File: src/rtl/ppds_pkg.sv
// Shared constants and types for the PWM period divider search unit.
`timescale 1ns / 1ps
`default_nettype none

package ppds_pkg;

  // Frequency clamp limits and reload range
  localparam logic [23:0] FREQ_MIN_HZ = 24'd1;
  localparam logic [23:0] FREQ_MAX_HZ = 24'd10000000;
  localparam logic [15:0] RELOAD_MAX  = 16'hFFFF;

  // Reload range plus two: divisor factor that gives the smallest prescaler
  localparam logic [16:0] SEARCH_MUL  = 17'h10001;

  // Configuration register indexes and reset values
  localparam logic        CFG_BUS_CLOCK   = 1'b0;
  localparam logic        CFG_BUS_DIVIDED = 1'b1;
  localparam logic [30:0] BUS_CLOCK_RESET = 31'd84000000;
  localparam logic        BUS_DIV_RESET   = 1'b1;

  // Operand widths of the shared divider
  localparam int DIVIDEND_W = 32;
  localparam int DIVISOR_W  = 41;

  // Divider result returned to the sequencer
  typedef struct packed {
    logic                  done;
    logic [DIVIDEND_W-1:0] quo;
  } div_res_t;

endpackage

`default_nettype wire

File: src/rtl/ppds_div.sv
// Restoring divider, one quotient bit per cycle, shared by all three divisions.
`timescale 1ns / 1ps
`default_nettype none

module ppds_div (
  input  wire logic                             clk,
  input  wire logic                             rst_n,
  input  wire logic                             start,
  input  wire logic [ppds_pkg::DIVIDEND_W-1:0]  dividend,
  input  wire logic [ppds_pkg::DIVISOR_W-1:0]   divisor,
  output ppds_pkg::div_res_t                    res
);

  localparam int CNT_W = $clog2(ppds_pkg::DIVIDEND_W);
  localparam logic [CNT_W-1:0] CNT_LAST = CNT_W'(ppds_pkg::DIVIDEND_W - 1);

  logic [ppds_pkg::DIVIDEND_W-1:0] rem_r, rem_nxt;
  logic [ppds_pkg::DIVIDEND_W-1:0] quo_r, quo_nxt;
  logic [ppds_pkg::DIVISOR_W-1:0]  den_r;
  logic [CNT_W-1:0]                cnt_r, cnt_nxt;
  logic                            active_r, active_nxt;
  logic                            done_r, done_nxt;

  logic [ppds_pkg::DIVIDEND_W:0]   trial;
  logic [ppds_pkg::DIVIDEND_W:0]   diff;
  logic                            ge;

  // Shift in the next dividend bit and trial-subtract the divisor
  always_comb begin
    trial = {rem_r, quo_r[ppds_pkg::DIVIDEND_W-1]};
    ge    = {{(ppds_pkg::DIVISOR_W-ppds_pkg::DIVIDEND_W-1){1'b0}}, trial} >= den_r;
    diff  = trial - den_r[ppds_pkg::DIVIDEND_W:0];
  end

  // Sequence the 32 steps
  always_comb begin
    rem_nxt    = rem_r;
    quo_nxt    = quo_r;
    cnt_nxt    = cnt_r;
    active_nxt = active_r;
    done_nxt   = 1'b0;
    if (start) begin
      rem_nxt    = '0;
      quo_nxt    = dividend;
      cnt_nxt    = '0;
      active_nxt = 1'b1;
    end else if (active_r) begin
      rem_nxt = ge ? diff[ppds_pkg::DIVIDEND_W-1:0] : trial[ppds_pkg::DIVIDEND_W-1:0];
      quo_nxt = {quo_r[ppds_pkg::DIVIDEND_W-2:0], ge};
      cnt_nxt = cnt_r + CNT_W'(1);
      if (cnt_r == CNT_LAST) begin
        active_nxt = 1'b0;
        done_nxt   = 1'b1;
      end
    end
  end

  // Control state
  always_ff @(posedge clk) begin
    if (!rst_n) begin
      active_r <= 1'b0;
      done_r   <= 1'b0;
      cnt_r    <= '0;
    end else begin
      active_r <= active_nxt;
      done_r   <= done_nxt;
      cnt_r    <= cnt_nxt;
    end
  end

  // Datapath registers, divisor latched at start
  always_ff @(posedge clk) begin
    rem_r <= rem_nxt;
    quo_r <= quo_nxt;
    if (start) begin
      den_r <= divisor;
    end
  end

  assign res.done = done_r;
  assign res.quo  = quo_r;

endmodule

`default_nettype wire

File: src/rtl/pwm_period_divider_search_unit.sv
// Top level: prescaler and reload search for a requested PWM frequency.
`timescale 1ns / 1ps
`default_nettype none

// One request in, one result out. The requested frequency is clamped to
// 1..10000000 Hz and the timer clock is the bus clock, doubled when the bus
// divider flag is set. The block takes the smallest prescaler as
// clock / (65537 * f), then the reload from clock / (f * (prescaler + 1)),
// then the actual frequency from clock / ((prescaler + 1) * (reload + 1)).
// All three quotients come from one shared restoring divider that produces
// one quotient bit per cycle, fed by one small multiplier. The last division
// is skipped when the reload quotient is 1 or less. in_stall is high while a
// request is in work or its result waits for the output register, so the
// next request can be taken in the same cycle in which result valid rises.
// Configuration may be written only while the block is idle.
module pwm_period_divider_search_unit (
  input  wire logic        clk,
  input  wire logic        rst_n,
  input  wire logic        cfg_we,
  input  wire logic        cfg_index,
  input  wire logic [30:0] cfg_wdata,
  input  wire logic        in_valid,
  output logic             in_stall,
  input  wire logic [31:0] in_requested_hz,
  output logic             out_valid,
  input  wire logic        out_stall,
  output logic [15:0]      out_prescaler,
  output logic [15:0]      out_reload,
  output logic [31:0]      out_actual_hz
);

  localparam logic [3:0] S_IDLE = 4'd0;
  localparam logic [3:0] S_L1   = 4'd1;
  localparam logic [3:0] S_W1   = 4'd2;
  localparam logic [3:0] S_L2   = 4'd3;
  localparam logic [3:0] S_W2   = 4'd4;
  localparam logic [3:0] S_L3   = 4'd5;
  localparam logic [3:0] S_W3   = 4'd6;
  localparam logic [3:0] S_OUT  = 4'd7;

  logic [30:0] bus_clock_r;
  logic        bus_div_r;

  logic [3:0]  state_r, state_nxt;
  logic [31:0] clk_r, clk_nxt;
  logic [23:0] f_r, f_nxt;
  logic [15:0] p_r, p_nxt;
  logic [16:0] q_r, q_nxt;
  logic [15:0] psc_r, psc_nxt;
  logic [15:0] arr_r, arr_nxt;
  logic [31:0] act_r, act_nxt;

  logic        out_valid_r, out_valid_nxt;
  logic [15:0] out_psc_r, out_psc_nxt;
  logic [15:0] out_arr_r, out_arr_nxt;
  logic [31:0] out_act_r, out_act_nxt;

  logic        in_fire;
  logic        out_free;
  logic [23:0] mul_a;
  logic [16:0] mul_b;
  logic [16:0] p_inc;
  logic [ppds_pkg::DIVISOR_W-1:0] prod;
  logic        div_start;
  ppds_pkg::div_res_t div_res;

  assign in_fire  = in_valid && !in_stall;
  assign in_stall = (state_r != S_IDLE);
  assign out_free = !out_valid_r || !out_stall;
  assign p_inc    = {1'b0, p_r} + 17'd1;

  // Configuration registers
  always_ff @(posedge clk) begin
    if (!rst_n) begin
      bus_clock_r <= ppds_pkg::BUS_CLOCK_RESET;
      bus_div_r   <= ppds_pkg::BUS_DIV_RESET;
    end else if (cfg_we) begin
      case (cfg_index)
        ppds_pkg::CFG_BUS_CLOCK:   bus_clock_r <= cfg_wdata;
        ppds_pkg::CFG_BUS_DIVIDED: bus_div_r   <= cfg_wdata[0];
        default:                   bus_clock_r <= bus_clock_r;
      endcase
    end
  end

  // Select multiplier operands for the divisor of the next division
  always_comb begin
    case (state_r)
      S_L1: begin
        mul_a = f_r;
        mul_b = ppds_pkg::SEARCH_MUL;
      end
      S_L2: begin
        mul_a = f_r;
        mul_b = p_inc;
      end
      default: begin
        mul_a = {7'd0, q_r};
        mul_b = p_inc;
      end
    endcase
    prod      = ppds_pkg::DIVISOR_W'(mul_a) * ppds_pkg::DIVISOR_W'(mul_b);
    div_start = (state_r == S_L1) || (state_r == S_L2) || (state_r == S_L3);
  end

  ppds_div u_div (
    .clk      (clk),
    .rst_n    (rst_n),
    .start    (div_start),
    .dividend (clk_r),
    .divisor  (prod),
    .res      (div_res)
  );

  // Sequencer
  always_comb begin
    state_nxt     = state_r;
    clk_nxt       = clk_r;
    f_nxt         = f_r;
    p_nxt         = p_r;
    q_nxt         = q_r;
    psc_nxt       = psc_r;
    arr_nxt       = arr_r;
    act_nxt       = act_r;
    out_valid_nxt = out_valid_r && out_stall;
    out_psc_nxt   = out_psc_r;
    out_arr_nxt   = out_arr_r;
    out_act_nxt   = out_act_r;
    case (state_r)
      S_IDLE: begin
        if (in_fire) begin
          // Clamp the request and form the timer clock
          if (in_requested_hz == 32'd0) begin
            f_nxt = ppds_pkg::FREQ_MIN_HZ;
          end else if (in_requested_hz > {8'd0, ppds_pkg::FREQ_MAX_HZ}) begin
            f_nxt = ppds_pkg::FREQ_MAX_HZ;
          end else begin
            f_nxt = in_requested_hz[23:0];
          end
          clk_nxt   = bus_div_r ? {bus_clock_r, 1'b0} : {1'b0, bus_clock_r};
          state_nxt = S_L1;
        end
      end
      S_L1: state_nxt = S_W1;
      S_W1: begin
        if (div_res.done) begin
          p_nxt     = div_res.quo[15:0];
          state_nxt = S_L2;
        end
      end
      S_L2: state_nxt = S_W2;
      S_W2: begin
        if (div_res.done) begin
          if (div_res.quo <= 32'd1) begin
            // Quotient too small: no division left, clock comes out as is
            psc_nxt   = '0;
            arr_nxt   = '0;
            act_nxt   = clk_r;
            state_nxt = S_OUT;
          end else begin
            q_nxt     = div_res.quo[16:0];
            psc_nxt   = p_r;
            arr_nxt   = div_res.quo[15:0] - 16'd1;
            state_nxt = S_L3;
          end
        end
      end
      S_L3: state_nxt = S_W3;
      S_W3: begin
        if (div_res.done) begin
          act_nxt   = div_res.quo;
          state_nxt = S_OUT;
        end
      end
      S_OUT: begin
        // Hand the result to the output register once it is free
        if (out_free) begin
          out_valid_nxt = 1'b1;
          out_psc_nxt   = psc_r;
          out_arr_nxt   = arr_r;
          out_act_nxt   = act_r;
          state_nxt     = S_IDLE;
        end
      end
      default: state_nxt = S_IDLE;
    endcase
  end

  // Control state
  always_ff @(posedge clk) begin
    if (!rst_n) begin
      state_r     <= S_IDLE;
      out_valid_r <= 1'b0;
    end else begin
      state_r     <= state_nxt;
      out_valid_r <= out_valid_nxt;
    end
  end

  // Payload registers
  always_ff @(posedge clk) begin
    clk_r     <= clk_nxt;
    f_r       <= f_nxt;
    p_r       <= p_nxt;
    q_r       <= q_nxt;
    psc_r     <= psc_nxt;
    arr_r     <= arr_nxt;
    act_r     <= act_nxt;
    out_psc_r <= out_psc_nxt;
    out_arr_r <= out_arr_nxt;
    out_act_r <= out_act_nxt;
  end

  assign out_valid     = out_valid_r;
  assign out_prescaler = out_psc_r;
  assign out_reload    = out_arr_r;
  assign out_actual_hz = out_act_r;

endmodule

`default_nettype wire

File: config.mk
export PLATFORM = sky130hd
export DESIGN_NAME = pwm_period_divider_search_unit
export DESIGN_NICKNAME = d
export VERILOG_FILES = /design/src/rtl/ppds_pkg.sv /design/src/rtl/ppds_div.sv /design/src/rtl/pwm_period_divider_search_unit.sv
export SDC_FILE = /design/constraint.sdc
export NUM_CORES = 2
export LEC_CHECK = 0
export ABC_CLOCK_PERIOD_IN_PS = 8450
export BUFFER_PORTS_ARGS = -buffer_cell sky130_fd_sc_hd__buf_2
export CAP_MARGIN = 20
export CORE_MARGIN = 4
export CORE_UTILIZATION = 30
export CTS_CLUSTER_DIAMETER = 80
export DETAILED_ROUTE_END_ITERATION = 16
export PLACE_DENSITY_LB_ADDON = 0.1
export SLEW_MARGIN = 10
export SYNTH_ARGS = -nofsm -noshare
export SYNTH_HDL_FRONTEND = slang
export SYNTH_HIERARCHICAL = 1
export SYNTH_SLANG_ARGS = --single-unit
File: constraint.sdc
create_clock -name clk -period 8.45 [get_ports clk]
set_input_delay 1.69 -clock clk [delete_from_list [all_inputs] [get_ports clk]]
set_output_delay 1.69 -clock clk [all_outputs]
set_load 0.02 [all_outputs]
==> impl_metrics.csv <==
group,metric,value,unit
setup_path,timing.critical_path.from_type,"flop",
global_route,grt.total_usage,18.1,%
setup_path,launch_point_of_the_worst_reg_to_reg_path,"p_r[0]",
sta,worstMarginPinSlew,941,ps
placed_design,io_buffers,134,
placed_design,gp_congestion,0.887,
worst_hold_path,hold_start,"psc_r[1]",
cts,cts_hold_repair.buffers,0,
global_route,grt_pass1_wl,141,mm
sta,final_slew_violations,0,
sta,fin_crit_sh,92.4,%
setup_path,required,8790,ps
floorplanning,io_pins,135,
setup_path,critical_path.startpoint,"p_r[0]",
sta,clock.fmax,128,MHz
cts,cts_root_buf,"clkbuf_16",
drt,drt-initial-drc-count,1111,
sta,fin_tns_setup,0,ps
cts,tritoncts,"done",
run_status,status,"completed",
sta,worst_hold_slack,416,ps
sta,timing.final.setup_violations,0,
layout,most-common-layout-cells,"inv_1 (463), nand2_1 (456), fa_1 (330), edfxtp_1 (290), nor2_1 (238)",
placed_design,detailed_place.area,31700,µm²
placed_design,dp.final_hpwl,73.3,mm
global_route,grt_start_max_net_pins,58,
yosys,syn-num-nets,3421,
drt,drt_drc_violations_left,0,
setup_path,critical_path.endpoint_type,"flop",
global_route,antenna_found_initial,1,
drt,avgViaCountPerCell,4.74,
drt,route.vias.total,20491,
job,drv.max_cap_violation_count,0,
floorplanning,fp.dieW,319,µm
setup_path,largest_fanout_on_the_critical_path,11,
global_route,overflow,0,
floorplanning,die_footprint,102000,µm²
cts,ctsResizeCount,0,
yosys,post_synth_instance_area,29100,µm²
yosys,synth-edff-count,290,
yosys,post_synth_inst_count,2869,
layout,design_area,33300,µm²
floorplanning,core_box_area,95600,µm²
floorplanning,start_util,30.4,%
layout,fin_nets,3575,
yosys,number_of_distinct_library_cells_after_synthesis,80,
layout,drive_gt1_share,14.3,%
cts,cts-root-to-sink-buffers,3,
sta,rsz0062_at_grt,"no",
drt,wire_per_inst,21.5,µm
sta,worst_clock_skew,26.0,ps
worst_hold_path,worst_hold_check_path_type,"flop to flop",
sta,slew_headroom,37.2,%
drt,number_of_nets_with_antenna_violations_after_detailed_routing,0,
drt,router_iterations_before_antenna_repair,5,
sta,finalHoldViolations,0,
yosys,asyncSetResetFlopFracSynth,0,%
floorplanning,fp.dieH,319,µm
drt,finalWirelength,92.9,mm
yosys,synth_flop_cell,"edfxtp_1",
yosys,yosys_warn_count,6,
sta,final_period_minus_worst_setup_slack,7810,ps
cts,worst_skew_pair.late_latency,600,ps
yosys,ys_seq_area_share,35.1,%
layout,final_common_cell,"inv_1",
cts,postCtsSetupRepairBufs,0,
global_route,vias_in_the_first_global_route,22007,
setup_path,criticalPathCategory,"flop to flop",
yosys,synthesis_stage_register_bit_count,365,
cts,number_of_buffers_added_by_the_clock_tree_synthesis_step,46,
floorplanning,rows,113,
yosys,syn_avg_cell_area,10.1,µm²
setup_path,arrival,8150,ps
layout,syn_to_final_growth,14.4,%
cts,cts_sinks,365,
cts,cts_htree_levels,2,
cts,cts.clk_slew.worst_paths,60,ps
==> stage by stage <==
step / setup slack (ps) / std cells / utilization [%]
final: 643 / 4327 / 34.8
after global routing: 237 / 4326 / 34.8
after CTS: 638 / 4324 / 34.8
after detailed placement: 638 / 4238 / 33.1
after global placement: 735 / 4238 / 33.1
after floorplan: 1260 / 2869 / -
==> worst max-delay path: stages (launching register included) <==
cell and delay, ps:
edfxtp_1 430, ha_1 230, and3_1 200, nand4_1 180
nor2_1 290, nand3_1 130, xor2_1 160, or2_2 440
nor2_1 190, fa_1 430, inv_1 90, fa_1 420
fa_1 520, fa_1 550, inv_1 60, fa_1 540
inv_1 60, fa_1 540, inv_1 50, ha_1 460
and3_1 310, nand2_1 80, o22ai_1 220, a211oi_1 100
or4_4 540, a311oi_2 230, xnor2_1 100
==> cell type report <==
type	instances	area (µm²)
timing repair buffer	228	1460
clock buffer	59	1220
sequential	365	10200
fill	9848	62300
antenna	1	2.50
clock inverter	27	357
multi-input combinational	1919	16700
inverter	463	1740
tap	1265	1580
==> metal layers <==
| metal | part of all wire [%] | track usage, % | vias up |
|---|---|---|---|
| li1 | - | - | 9572 |
| met4 | 2.2 | 3.65 | 0 |
| met1 | 46 | 25.0 | 10329 |
| met2 | 47 | 30.1 | 484 |
| met3 | 5.0 | 3.02 | 106 |
| met5 | 0 | 0 | - |
==> synth_stat cells (4+ instances only) <==
master,n,area share (%)
inv_1,463,6.0
nand2_1,456,5.9
fa_1,330,23
edfxtp_1,290,30
nor2_1,240,3.1
ha_1,153,6.6
a21oi_1,109,1.9
clkbuf_1,98,1.3
mux2_2,94,3.6
dfxtp_1,75,5.2
xnor2_1,53,1.6
nor3_1,42,0.72
xor2_1,42,1.3
a21o_1,38,0.98
nand3_1,37,0.64
nor2b_1,34,0.73
and2_1,33,0.71
o21ai_0,27,0.46
a211oi_1,23,0.59
mux2i_1,21,0.72
nand2b_1,17,0.37
nand4_1,16,0.34
nor4_1,16,0.34
o21ai_1,12,0.21
a31oi_1,11,0.24
and3_1,11,0.24
buf_2,11,0.19
o21bai_1,9,0.23
or2_2,9,0.19
buf_1,7,0.090
a21oi_2,6,0.18
o211ai_1,6,0.15
a211o_1,4,0.12
a311oi_1,4,0.12
o21a_1,4,0.10
==> sequential cells by signal (all words and copies together), names as in the netlist, 17 cells and up <==
name	count
u_div/quo_r	32
q_r	17
bus_clock_r	31
u_div/rem_r	32
u_div/den_r	41
clk_r	32
out_actual_hz	32
f_r	24
act_r	32
==> cells by family after synthesis <==
logic type      Yosys count  share of synthesized area, %
simple gates            929                          13.8
buf+inv                 585                          7.69
fa+ha+maj               483                          29.3
flops                   365                          35.1
compound gates          297                          6.89
mux                     115                          4.36
xor+xnor                 95                          2.86
==> path summary, 6_finish.rpt <==
check / end / slack [ps] / cells after the start
worst max-delay path: u_div/den_r[40] / 640 / 26
worst min-delay path: out_prescaler[1] / 420 / 0
worst max register to register: u_div/den_r[40] / 640 / 26
worst min register to register: out_prescaler[1] / 420 / 0
Power is left out: the tool's default activity adds up to more than one toggle a clock period on the data nets, which glitch-free logic cannot reach.
